**src/hdl/assert_macros.svh**
```systemverilog
// ----------------------------------------------------------------------------
// Assertion macros
// Concurrent assertion forms used by the TLB top level.
// ----------------------------------------------------------------------------
`ifndef ASSERT_MACROS_SVH
`define ASSERT_MACROS_SVH

// Same-cycle implication, disabled while reset is asserted.
`define ASSERT_IMPLIES(label, clk, rst_n, ante, cons, msg) \
    label: assert property (@(posedge clk) disable iff (!rst_n) (ante) |-> (cons)) \
        else $error(msg);

// Next-cycle implication, disabled while reset is asserted.
`define ASSERT_NEXT(label, clk, rst_n, ante, cons, msg) \
    label: assert property (@(posedge clk) disable iff (!rst_n) (ante) |=> (cons)) \
        else $error(msg);

`endif

```
**src/hdl/stlb_pkg.sv**
```systemverilog
// ----------------------------------------------------------------------------
// stlb_pkg
// Request kind, request, result, status and state types and fixed constants of the TLB.
// ----------------------------------------------------------------------------
package stlb_pkg;

    localparam int KIND_W   = 2;
    localparam int VADDR_W  = 32;
    localparam int PFRAME_W = 16;
    localparam int TID_W    = 8;
    localparam int PNUM_W   = 25;
    localparam int PHYS_W   = 23;
    localparam int AGE_W    = 16;

    localparam logic [AGE_W-1:0] AGE_MAX = '1;

    typedef enum logic [KIND_W-1:0] {
        KIND_TRANSLATE  = 2'd0,
        KIND_INSERT     = 2'd1,
        KIND_INVALIDATE = 2'd2
    } stlb_kind_t;

    typedef enum logic [1:0] {
        ST_IDLE = 2'b01,
        ST_EXEC = 2'b10
    } stlb_state_t;

    typedef struct packed {
        stlb_kind_t            kind;
        logic [VADDR_W-1:0]    virt_addr;
        logic [PFRAME_W-1:0]   page_frame;
        logic [TID_W-1:0]      thread_id;
        logic [PNUM_W-1:0]     page_number;
    } stlb_req_t;

    typedef struct packed {
        logic                  hit;
        logic [PHYS_W-1:0]     phys_addr;
        logic                  replaced;
    } stlb_rsp_t;

    typedef struct packed {
        logic                  hit;
        logic                  replaced;
        logic                  row_we;
    } stlb_status_t;

endpackage

```
**src/hdl/stlb_row_ram.sv**
```systemverilog
// ----------------------------------------------------------------------------
// stlb_row_ram
// Synchronous memory holding one row per set, one write and one read port.
// ----------------------------------------------------------------------------
module stlb_row_ram #(
    parameter int DEPTH = 4,
    parameter int WIDTH = 252
) (
    input  logic                     clk,
    input  logic                     we,
    input  logic [$clog2(DEPTH)-1:0] waddr,
    input  logic [WIDTH-1:0]         wdata,
    input  logic                     re,
    input  logic [$clog2(DEPTH)-1:0] raddr,
    output logic [WIDTH-1:0]         rdata
);

    logic [WIDTH-1:0] mem [DEPTH];

    always_ff @(posedge clk)
    begin
        if (we)
        begin
            mem[waddr] <= wdata;
        end
        if (re)
        begin
            rdata <= mem[raddr];
        end
    end

endmodule

```
**src/hdl/stlb_set_logic.sv**
```systemverilog
// ----------------------------------------------------------------------------
// stlb_set_logic
// Lookup, replacement choice and invalidation over the ways of one set row.
// ----------------------------------------------------------------------------
module stlb_set_logic #(
    parameter int NUM_WAYS    = 4,
    parameter int TAG_W       = 23,
    parameter int CMP_W       = 23,
    parameter int FRAME_BITS  = 16,
    parameter int THREAD_BITS = 8,
    parameter int PAGE_BITS   = 7,
    parameter int ROW_W       = 252
) (
    input  stlb_pkg::stlb_kind_t         kind,
    input  logic [CMP_W-1:0]             tag,
    input  logic [FRAME_BITS-1:0]        frame,
    input  logic [THREAD_BITS-1:0]       thread,
    input  logic [PAGE_BITS-1:0]         offset,
    input  logic [ROW_W-1:0]             row_rd,
    input  logic [NUM_WAYS-1:0]          valid_rd,
    output logic [ROW_W-1:0]             row_wr,
    output logic [NUM_WAYS-1:0]          valid_wr,
    output logic [stlb_pkg::PHYS_W-1:0]  phys,
    output stlb_pkg::stlb_status_t       status
);

    import stlb_pkg::*;

    localparam int WAY_IDX = $clog2(NUM_WAYS);
    localparam int PA_W    = FRAME_BITS + PAGE_BITS;

    logic [NUM_WAYS-1:0][TAG_W-1:0]       rd_tag;
    logic [NUM_WAYS-1:0][FRAME_BITS-1:0]  rd_frame;
    logic [NUM_WAYS-1:0][THREAD_BITS-1:0] rd_owner;
    logic [NUM_WAYS-1:0][AGE_W-1:0]       rd_age;
    logic [NUM_WAYS-1:0][TAG_W-1:0]       wr_tag;
    logic [NUM_WAYS-1:0][FRAME_BITS-1:0]  wr_frame;
    logic [NUM_WAYS-1:0][THREAD_BITS-1:0] wr_owner;
    logic [NUM_WAYS-1:0][AGE_W-1:0]       wr_age;

    assign {rd_tag, rd_frame, rd_owner, rd_age} = row_rd;
    assign row_wr = {wr_tag, wr_frame, wr_owner, wr_age};

    always_comb
    begin
        logic               found;
        logic               stop;
        logic [WAY_IDX-1:0] pick;
        logic [PA_W-1:0]    pa;

        wr_tag   = rd_tag;
        wr_frame = rd_frame;
        wr_owner = rd_owner;
        wr_age   = rd_age;
        valid_wr = valid_rd;
        phys     = '0;
        status   = '0;
        found    = 1'b0;
        stop     = 1'b0;
        pick     = '0;
        pa       = '0;

        case (kind)
            KIND_TRANSLATE:
            begin
                for (int w = 0; w < NUM_WAYS; w++)
                begin
                    if (!found && valid_rd[w] && CMP_W'(rd_tag[w]) == tag)
                    begin
                        found         = 1'b1;
                        wr_age[w]     = '0;
                        pa            = {rd_frame[w], offset};
                        phys          = PHYS_W'(pa);
                        status.hit    = 1'b1;
                        status.row_we = 1'b1;
                    end
                end
            end
            KIND_INSERT:
            begin
                for (int w = 0; w < NUM_WAYS; w++)
                begin
                    if (!stop)
                    begin
                        if (valid_rd[w])
                        begin
                            if (rd_age[w] != AGE_MAX)
                            begin
                                wr_age[w] = rd_age[w] + AGE_W'(1);
                            end
                            if (wr_age[w] > wr_age[pick])
                            begin
                                pick = WAY_IDX'(w);
                            end
                        end
                        else
                        begin
                            pick = WAY_IDX'(w);
                            stop = 1'b1;
                        end
                    end
                end
                status.replaced = valid_rd[pick];
                status.row_we   = 1'b1;
                wr_tag[pick]    = TAG_W'(tag);
                wr_frame[pick]  = frame;
                wr_owner[pick]  = thread;
                wr_age[pick]    = '0;
                valid_wr[pick]  = 1'b1;
            end
            KIND_INVALIDATE:
            begin
                for (int w = 0; w < NUM_WAYS; w++)
                begin
                    if (valid_rd[w] && CMP_W'(rd_tag[w]) == tag && rd_owner[w] == thread)
                    begin
                        valid_wr[w] = 1'b0;
                    end
                end
            end
            default:
            begin
            end
        endcase
    end

endmodule

```
**src/hdl/set_assoc_tlb_lru.sv**
```systemverilog
// ----------------------------------------------------------------------------
// set_assoc_tlb_lru
// Set-associative TLB with age-based replacement, one row per set in memory.
// ----------------------------------------------------------------------------
// An accepted request and its set row read are registered; the execute state
// then loads the result register and the registered result strobe. No new
// request is accepted while busy, during the read-modify-write of the row.
// Reset clears all valid bits at once; no clearing pass is needed.
// The receiver cannot stall, so every result is shown for exactly one cycle.
module set_assoc_tlb_lru #(
    parameter int NUM_SETS    = 4,
    parameter int NUM_WAYS    = 4,
    parameter int PAGE_BITS   = 7,
    parameter int ADDR_BITS   = 32,
    parameter int FRAME_BITS  = 16,
    parameter int THREAD_BITS = 8
) (
    input  logic                clk,
    input  logic                rst_n,
    input  logic                start,
    output logic                busy,
    input  stlb_pkg::stlb_req_t request,
    output logic                done,
    output stlb_pkg::stlb_rsp_t result
);

    import stlb_pkg::*;

    `include "assert_macros.svh"

    localparam int SET_BITS = $clog2(NUM_SETS);
    localparam int VPN_W    = ADDR_BITS - PAGE_BITS;
    localparam int TAG_W    = (VPN_W > SET_BITS) ? (VPN_W - SET_BITS) : 1;
    localparam int WIDE_W   = (VPN_W > PNUM_W) ? VPN_W : PNUM_W;
    localparam int CMP_W    = (WIDE_W > SET_BITS) ? (WIDE_W - SET_BITS) : 1;
    localparam int WAY_W    = TAG_W + FRAME_BITS + THREAD_BITS + AGE_W;
    localparam int ROW_W    = NUM_WAYS * WAY_W;

    stlb_state_t                state_reg;
    stlb_state_t                state_next;
    logic                       accept;

    logic [ADDR_BITS-1:0]       addr;
    logic [VPN_W-1:0]           vpn;
    logic [SET_BITS-1:0]        set_in;
    logic [CMP_W-1:0]           tag_in;

    stlb_kind_t                 kind_reg;
    logic [SET_BITS-1:0]        set_reg;
    logic [CMP_W-1:0]           tag_reg;
    logic [FRAME_BITS-1:0]      frame_reg;
    logic [THREAD_BITS-1:0]     thread_reg;
    logic [PAGE_BITS-1:0]       offset_reg;

    logic [NUM_SETS-1:0][NUM_WAYS-1:0] valid_reg;

    logic [ROW_W-1:0]           row_rd;
    logic [ROW_W-1:0]           row_wr;
    logic [NUM_WAYS-1:0]        valid_wr;
    logic [PHYS_W-1:0]          phys;
    stlb_status_t               status;
    logic                       exec;

    logic                       done_reg;
    stlb_rsp_t                  result_reg;

    assign exec   = (state_reg == ST_EXEC);
    assign busy   = exec;
    assign accept = start && !busy;
    assign done   = done_reg;
    assign result = result_reg;

    assign addr = ADDR_BITS'(request.virt_addr);
    assign vpn  = VPN_W'(addr >> PAGE_BITS);

    always_comb
    begin
        if (request.kind == KIND_INVALIDATE)
        begin
            set_in = SET_BITS'(request.page_number);
            tag_in = CMP_W'(request.page_number >> SET_BITS);
        end
        else
        begin
            set_in = SET_BITS'(vpn);
            tag_in = CMP_W'(vpn >> SET_BITS);
        end
    end

    always_comb
    begin
        state_next = state_reg;
        case (state_reg)
            ST_IDLE:
            begin
                if (accept)
                begin
                    state_next = ST_EXEC;
                end
            end
            ST_EXEC:
            begin
                state_next = ST_IDLE;
            end
            default:
            begin
                state_next = ST_IDLE;
            end
        endcase
    end

    always_ff @(posedge clk or negedge rst_n)
    begin
        if (!rst_n)
        begin
            state_reg <= ST_IDLE;
            done_reg  <= 1'b0;
            valid_reg <= '0;
        end
        else
        begin
            state_reg <= state_next;
            done_reg  <= exec;
            if (exec)
            begin
                valid_reg[set_reg] <= valid_wr;
            end
        end
    end

    always_ff @(posedge clk)
    begin
        if (accept)
        begin
            kind_reg   <= request.kind;
            set_reg    <= set_in;
            tag_reg    <= tag_in;
            frame_reg  <= FRAME_BITS'(request.page_frame);
            thread_reg <= THREAD_BITS'(request.thread_id);
            offset_reg <= PAGE_BITS'(addr);
        end
        if (exec)
        begin
            result_reg.hit       <= status.hit;
            result_reg.phys_addr <= phys;
            result_reg.replaced  <= status.replaced;
        end
    end

    stlb_row_ram #(
        .DEPTH (NUM_SETS),
        .WIDTH (ROW_W)
    ) u_row_ram (
        .clk   (clk),
        .we    (exec && status.row_we),
        .waddr (set_reg),
        .wdata (row_wr),
        .re    (accept),
        .raddr (set_in),
        .rdata (row_rd)
    );

    stlb_set_logic #(
        .NUM_WAYS    (NUM_WAYS),
        .TAG_W       (TAG_W),
        .CMP_W       (CMP_W),
        .FRAME_BITS  (FRAME_BITS),
        .THREAD_BITS (THREAD_BITS),
        .PAGE_BITS   (PAGE_BITS),
        .ROW_W       (ROW_W)
    ) u_set_logic (
        .kind     (kind_reg),
        .tag      (tag_reg),
        .frame    (frame_reg),
        .thread   (thread_reg),
        .offset   (offset_reg),
        .row_rd   (row_rd),
        .valid_rd (valid_reg[set_reg]),
        .row_wr   (row_wr),
        .valid_wr (valid_wr),
        .phys     (phys),
        .status   (status)
    );

    `ASSERT_NEXT(a_accept_busy, clk, rst_n, accept, busy && !done, "Accepted request did not start.")
    `ASSERT_NEXT(a_exec_done, clk, rst_n, exec, done && !busy, "Executed request gave no result.")
    `ASSERT_IMPLIES(a_miss_zero, clk, rst_n, done && !result.hit, result.phys_addr == '0, "Miss with nonzero address.")
    `ASSERT_IMPLIES(a_hit_repl, clk, rst_n, done, !(result.hit && result.replaced), "Hit and replace together.")

endmodule

```
**config.mk**
```make
export PLATFORM = sky130hd
export DESIGN_NAME = set_assoc_tlb_lru
export DESIGN_NICKNAME = d
export VERILOG_FILES = /design/src/hdl/stlb_pkg.sv /design/src/hdl/stlb_row_ram.sv /design/src/hdl/stlb_set_logic.sv /design/src/hdl/set_assoc_tlb_lru.sv
export VERILOG_INCLUDE_DIRS = /design/src /design/src/hdl
export SDC_FILE = /design/constraint.sdc
export NUM_CORES = 1
export LEC_CHECK = 0
export BUFFER_PORTS_ARGS = -buffer_cell sky130_fd_sc_hd__buf_4
export CAP_MARGIN = 20
export CORE_ASPECT_RATIO = 1.5
export CORE_UTILIZATION = 40
export CTS_CLUSTER_DIAMETER = 80
export DETAILED_ROUTE_END_ITERATION = 7
export PLACE_DENSITY = 0.66
export REMOVE_ABC_BUFFERS = 1
export SLEW_MARGIN = 10
export SYNTH_ARGS = -nofsm -noshare
export SYNTH_HDL_FRONTEND = slang
export SYNTH_HIERARCHICAL = 1
export SYNTH_SLANG_ARGS = --single-unit
```
**constraint.sdc**
```tcl
create_clock -name clk -period 44.7 [get_ports clk]
set_input_delay 2.235 -clock clk [delete_from_list [all_inputs] [get_ports clk]]
set_output_delay 2.235 -clock clk [all_outputs]
set_load 0.05 [all_outputs]
```
# Word level (Yosys, flattened, before mapping)
# Memories as Yosys holds them, arrays and structs flattened. A register that Yosys moved wholly into a read port is not among the register bits.
# Cells that the tools add are included.
# word_totals
register_bits,102
latch_bits,0
ramBits,1008
romBits,0
output_inout_bits,27
word_cells,176
mem_count,1
# classes
add_sub_neg,4
mul,0
div,0
order_cmp,10
n_eq_ne,18
shifts,0
muxes,102
n_bitwise,3
n_reduce_logical,23
# mem_list
name,depth,word_bits,rd,rd_clocked_by_memory_dff,write_ports,line_no,text
u_row_ram.mem,4,252,1,1,1,stlb_row_ram.sv:18,logic [WIDTH-1:0] mem [DEPTH];
# ops
cell,n
$mux 16,32
$mux 23,6
$pmux 64 s2,1
$bmux 16 s2,3
$bwmux 92,1
$eq 23x23->1,4
$mux 92,1
$add 16x1->16 const B,4
$and 64x64->64,1
$bwmux 64,1
$mux 64,1
$ne 16x16->1 const B,4
$not 64->64,1
$gt 16x16->1,3
$demux 23 s2,1
$bwmux 32,1
$demux 16 s2,1
$eq 8x8->1,4
$mux 2,16
$mux 32,1
$mux 1,25
$logic_and 1x1->1,18
$bwmux 16,1
$demux 8 s2,1
other kinds (16),28

# Depth between registers and ports, before layout
# depth
word_depth,34
mapped_depth,38
mapped_depth_nobuf,33

# Cells and area by module
# Netlist, hierarchy kept.
# by_module_without_submodules
module,n_inst,cells_each,area_each_um2,seq_area_each_um2
stlb_row_ram,1,1572,43945.9,37836.3
stlb_set_logic,1,1241,9081.2,0.0
set_assoc_tlb_lru,1,164,3677.3,2969.1

# Worst setup path before layout
# No wires, ideal clock.
# synth_timing
kind,flip-flop to flip-flop
start,reg set_reg[0]
end,"mem u_row_ram.mem[0][0], enable pin"
t_arrival_ps,20650
path_slack_ps,22825
stages_incl_launch_ff,12
period_less_slack_ps,21875
path_cell_list,edfxtp_1 buf_4 mux4_1 clkbuf_1 nand4_1 nor3_1 nor2b_1 nor2b_1 a21oi_1 or2_2 and2_1 nor3b_1
# synth_rtl
item,line_no,text
start: declaration,set_assoc_tlb_lru.sv:49,logic [SET_BITS-1:0] set_reg;
start signal: assignment,set_assoc_tlb_lru.sv:136,set_reg <= set_in;
end: declaration,stlb_row_ram.sv:18,

# Final worst setup path
# layout_timing
start,reg set_reg[0]
end,mem u_row_ram.mem[1][215] (data pin)
# layout_via
elab_chain_cells,31
elab_cells_between_ends,46
cone_classes,order compare: 5; mux: 40; reduce/logical: 1
# layout_rtl
item,line_no,text
$bmux 4 s2 (*),set_assoc_tlb_lru.sv:178,".valid_rd (valid_reg[set_reg]),"
$mux 4 (not written as such) (*),set_assoc_tlb_lru.sv:178,
$mux 16,stlb_set_logic.sv:85,if (valid_rd[w])
$mux 16,stlb_set_logic.sv:63,case (kind)
$bmux 16 s2,stlb_set_logic.sv:91,if (wr_age[w] > wr_age[pick])
$mux 16 (not written as such),stlb_set_logic.sv:91,
$gt 16x16->1,stlb_set_logic.sv:91,
$mux 2,stlb_set_logic.sv:91,
[... 16 more ...],n/a,
$mux 2 (*),stlb_set_logic.sv:63,
$lt 2x3->1 (not written as such) or $ge 2x1->1 (tied branches),stlb_set_logic.sv:105,wr_tag[pick] = TAG_W'(tag);
$logic_and 1x1->1 (not written as such),stlb_set_logic.sv:105,
$mux 23 (not written as such),stlb_set_logic.sv:105,
$demux 23 s2 (*),n/a,
$bwmux 92 (*),stlb_set_logic.sv:105,
$mux 92 (*),stlb_set_logic.sv:63,
named net row_wr[215],set_assoc_tlb_lru.sv:58,logic [ROW_W-1:0] row_wr;
# The timed path passes the listed nets; every way through them passes the cells marked *. The select of a mux whose other input is x is not followed.

==> impl_metrics.csv <==
group,metric,value,unit
synth,synthTopCellsByCount,"edfxtp_1 (1343), mux4_2 (253), mux2_2 (237)",
critical_path,path_class,"register to register",
sta,fmax,95.2,MHz
power_and_ir_drop,power.leakage,0.0206,uW
clocking,hold_buffers,0,
sta,tightest_slew,1.14,ns
sta,period_needed,10.51,ns
power_and_ir_drop,vdd_drop_max,33.2,uV
cells_and_area,finish.net_count,3234,
cells_and_area,drive_above_1_share,27.5,%
routing,via_count,27877,
synth,synth_cells,2977,
synth,synth_warnings,6,
placed_design,hpwl,72.0,mm
synth,yosys-top-cells-area,"edfxtp_1 (71%), mux4_2 (10%), mux2_2 (4.7%)",
clocking,cts.sink_count,1362,
cells_and_area,area_growth,12.2,%
critical_path,required,45.17,ns
sta,grt_setup_unrepaired,"false",
critical_path,crit_arrival,10.98,ns
synth,yosysUniqueCellTypes,70,
synth,synth-edff-count,1343,
placed_design,io_buffer_count,112,
synth,yosysMostFrequentCell,"edfxtp_1",
clocking,clk_pin_slew_worst_paths,0.06,ns
clocking,post-cts-setup-buffer-count,0,
clocking,clock_latency,0.76,ns
floorplanning,dieArea,0.143,mm^2
hold_path,hp-class,"register to register",
sta,fin_setup_tns,0,ns
global_routing,grt_overflow,0,
routing,drt_first_pass_iters,5,
critical_path,crit_top_cell,"nand4_1",
synth,synth_area_per_cell,19.0,um^2
sta,period_share,23.5,%
run,drv_cap,0,
sta,fin_worst_skew,0.0487,ns
global_routing,grt_usage,17.4,%
floorplanning,start_util,40.4,%
clocking,ctsRootBufferMaster,"clkbuf_16",
routing,viasPerCell,5.51,
synth,async_flop_share,1.40,%
global_routing,antenna_found_initial,3,
synth,synth-main-ff-cell,"edfxtp_1",
clocking,cts_tree,"done",
routing,totalWireLength,123,mm
critical_path,worstSetupStartpointType,"register",
routing,drt_first_iter_violations,2144,
global_routing,grt_max_degree,148,
critical_path,endpoint_kind,"register",
synth,synth_top_area_share,71.1,%
critical_path,cpPeakStageDelay,0.89,ns
sta,final_max_slew_viol_count,0,
synth,ys_seq_elements,1362,
status,run_status,"finished, final reports clean",
global_routing,grt_pass1_wl,186,mm
cells_and_area,fin_util,45.4,%
power_and_ir_drop,p_per_area,43.2,mW/mm^2
floorplanning,rows,168,
critical_path,path_max_fanout,44,
routing,ant_nets,0,
routing,avgRoutedWirePerCell,24.4,um
floorplanning,core_area,0.140,mm^2
sta,finalSetupViolCount,0,
floorplanning,ios,113,
routing,drc,0,
floorplanning,die_h,463,um
cells_and_area,largest_reg_flops,1008,
critical_path,cpMaxStageDelayCell,"mux4_1",
clocking,htreeDepth,3,
critical_path,reg2reg_slack,34.19,ns
global_routing,grt_pass1_vias,29532,
placed_design,gp_congestion,0.926,
clocking,clockBufferDepth,3,
floorplanning,die_x,309,um
clocking,cts_made_buffers,119,
synth,yosysTopAreaCell,"edfxtp_1",
sta,hold_viol,0,
clocking,post_cts_resized,0,
synth,ys_seq_area_share,72.0,%
sta,slew_headroom,23.9,%
synth,synth_area,0.0567,mm^2
[where the power goes]
| part | switching (uW) | internal [uW] |
|---|---|---|
| logic | 116 | 89.9 |
| clock network | 469 | 595 |
| registers | 29.8 | 1450 |
[cells by family after synthesis]
family                   share of synthesized area (%)
multiplexers                                      15.9
flip-flops                                        72.0
AND/OR/NAND/NOR                                   3.77
XOR/XNOR                                          2.86
AO/OA/AOI/OAI                                     2.53
buffers and inverters                             1.74
adder cells (fa/ha/maj)                           1.21
[layer usage]
metal	share of wire, %	GRT usage (%)	up-vias
met2	52	30.2	739
met4	3.5	6.76	0
met5	0	0	-
li1	-	-	12219
met3	4.1	2.42	214
met1	40	21.7	14705
[cell usage in the layout (no fill, tap or decap), drive strengths merged, types with 8 or more instances in the layout]
cell type / n
edfxtp: 1343
mux4: 256
mux2: 256
buf: 155
clkbuf: 135
nand2: 116
xor2: 113
xnor2: 72
a21oi: 67
nor2: 62
o21ai: 59
nand3: 58
ha: 55
clkinv: 51
nand4: 41
inv: 41
mux2i: 30
nor3: 28
nor4: 25
dfrtp: 18
bufinv: 17
and2: 15
a31oi: 15
a21o: 14
and3: 12
a22o: 11
nor2b: 11
nand2b: 10
o21a: 8
[stage by stage]
stage / std cells / total power, uW / setup slack [ns] / hold slack [ns] / instance area, um^2
floorplan: 2817 / 1660 / 21.08 / 0.471 / 55800
global placement: 4842 / 1710 / 34.36 / 0.483 / 59500
detailed placement: 4842 / 1710 / 34.30 / 0.489 / 59500
CTS: 5060 / 2780 / 34.27 / 0.505 / 63600
global route: 5060 / 2840 / 33.58 / 0.513 / 63600
finish: 5063 / 2750 / 34.19 / 0.503 / 63600
[layout make-up]
| type | instances | area [um^2] |
|---|---|---|
| timing repair buffer | 155 | 1240 |
| multi-input combinational | 1422 | 15000 |
| tap | 1870 | 2340 |
| clock buffer | 135 | 3060 |
| clock inverter | 83 | 992 |
| fill | 11844 | 76600 |
| sequential | 1362 | 40800 |
| antenna | 3 | 7.51 |
| inverter | 33 | 124 |
[path summary, 6_finish.rpt]
| check | endpoint | from | depth (start not counted) |
|---|---|---|---|
| max reg2reg | u_row_ram/mem[1][215]$_DFFE_PP_ | set_reg[0]$_DFFE_PP_ | 28 |
| min reg2reg | valid_reg[1]$_DFFE_PN0P_ | valid_reg[1]$_DFFE_PN0P_ | 1 |
| max | u_row_ram/mem[1][215]$_DFFE_PP_ | set_reg[0]$_DFFE_PP_ | 28 |
| min in group asynchronous | valid_reg[14]$_DFFE_PN0P_ | rst_n | 1 |
| max in group asynchronous | state_reg[0]$_DFFE_PN1P_ | rst_n | 1 |
| min | valid_reg[1]$_DFFE_PN0P_ | valid_reg[1]$_DFFE_PN0P_ | 1 |
[critical path, delay by kind of cell, from the launching register on]
family / cells / cell delay (ns)
AND/OR/NAND/NOR: 12 / 3.00
multiplexers: 4 / 2.15
AO/OA/AOI/OAI: 6 / 1.80
buffers and inverters: 2 / 1.12
adder cells (fa/ha/maj): 3 / 0.92
flip-flops: 1 / 0.66
XOR/XNOR: 1 / 0.45
Note: power is estimated with default switching activity, not from simulation.
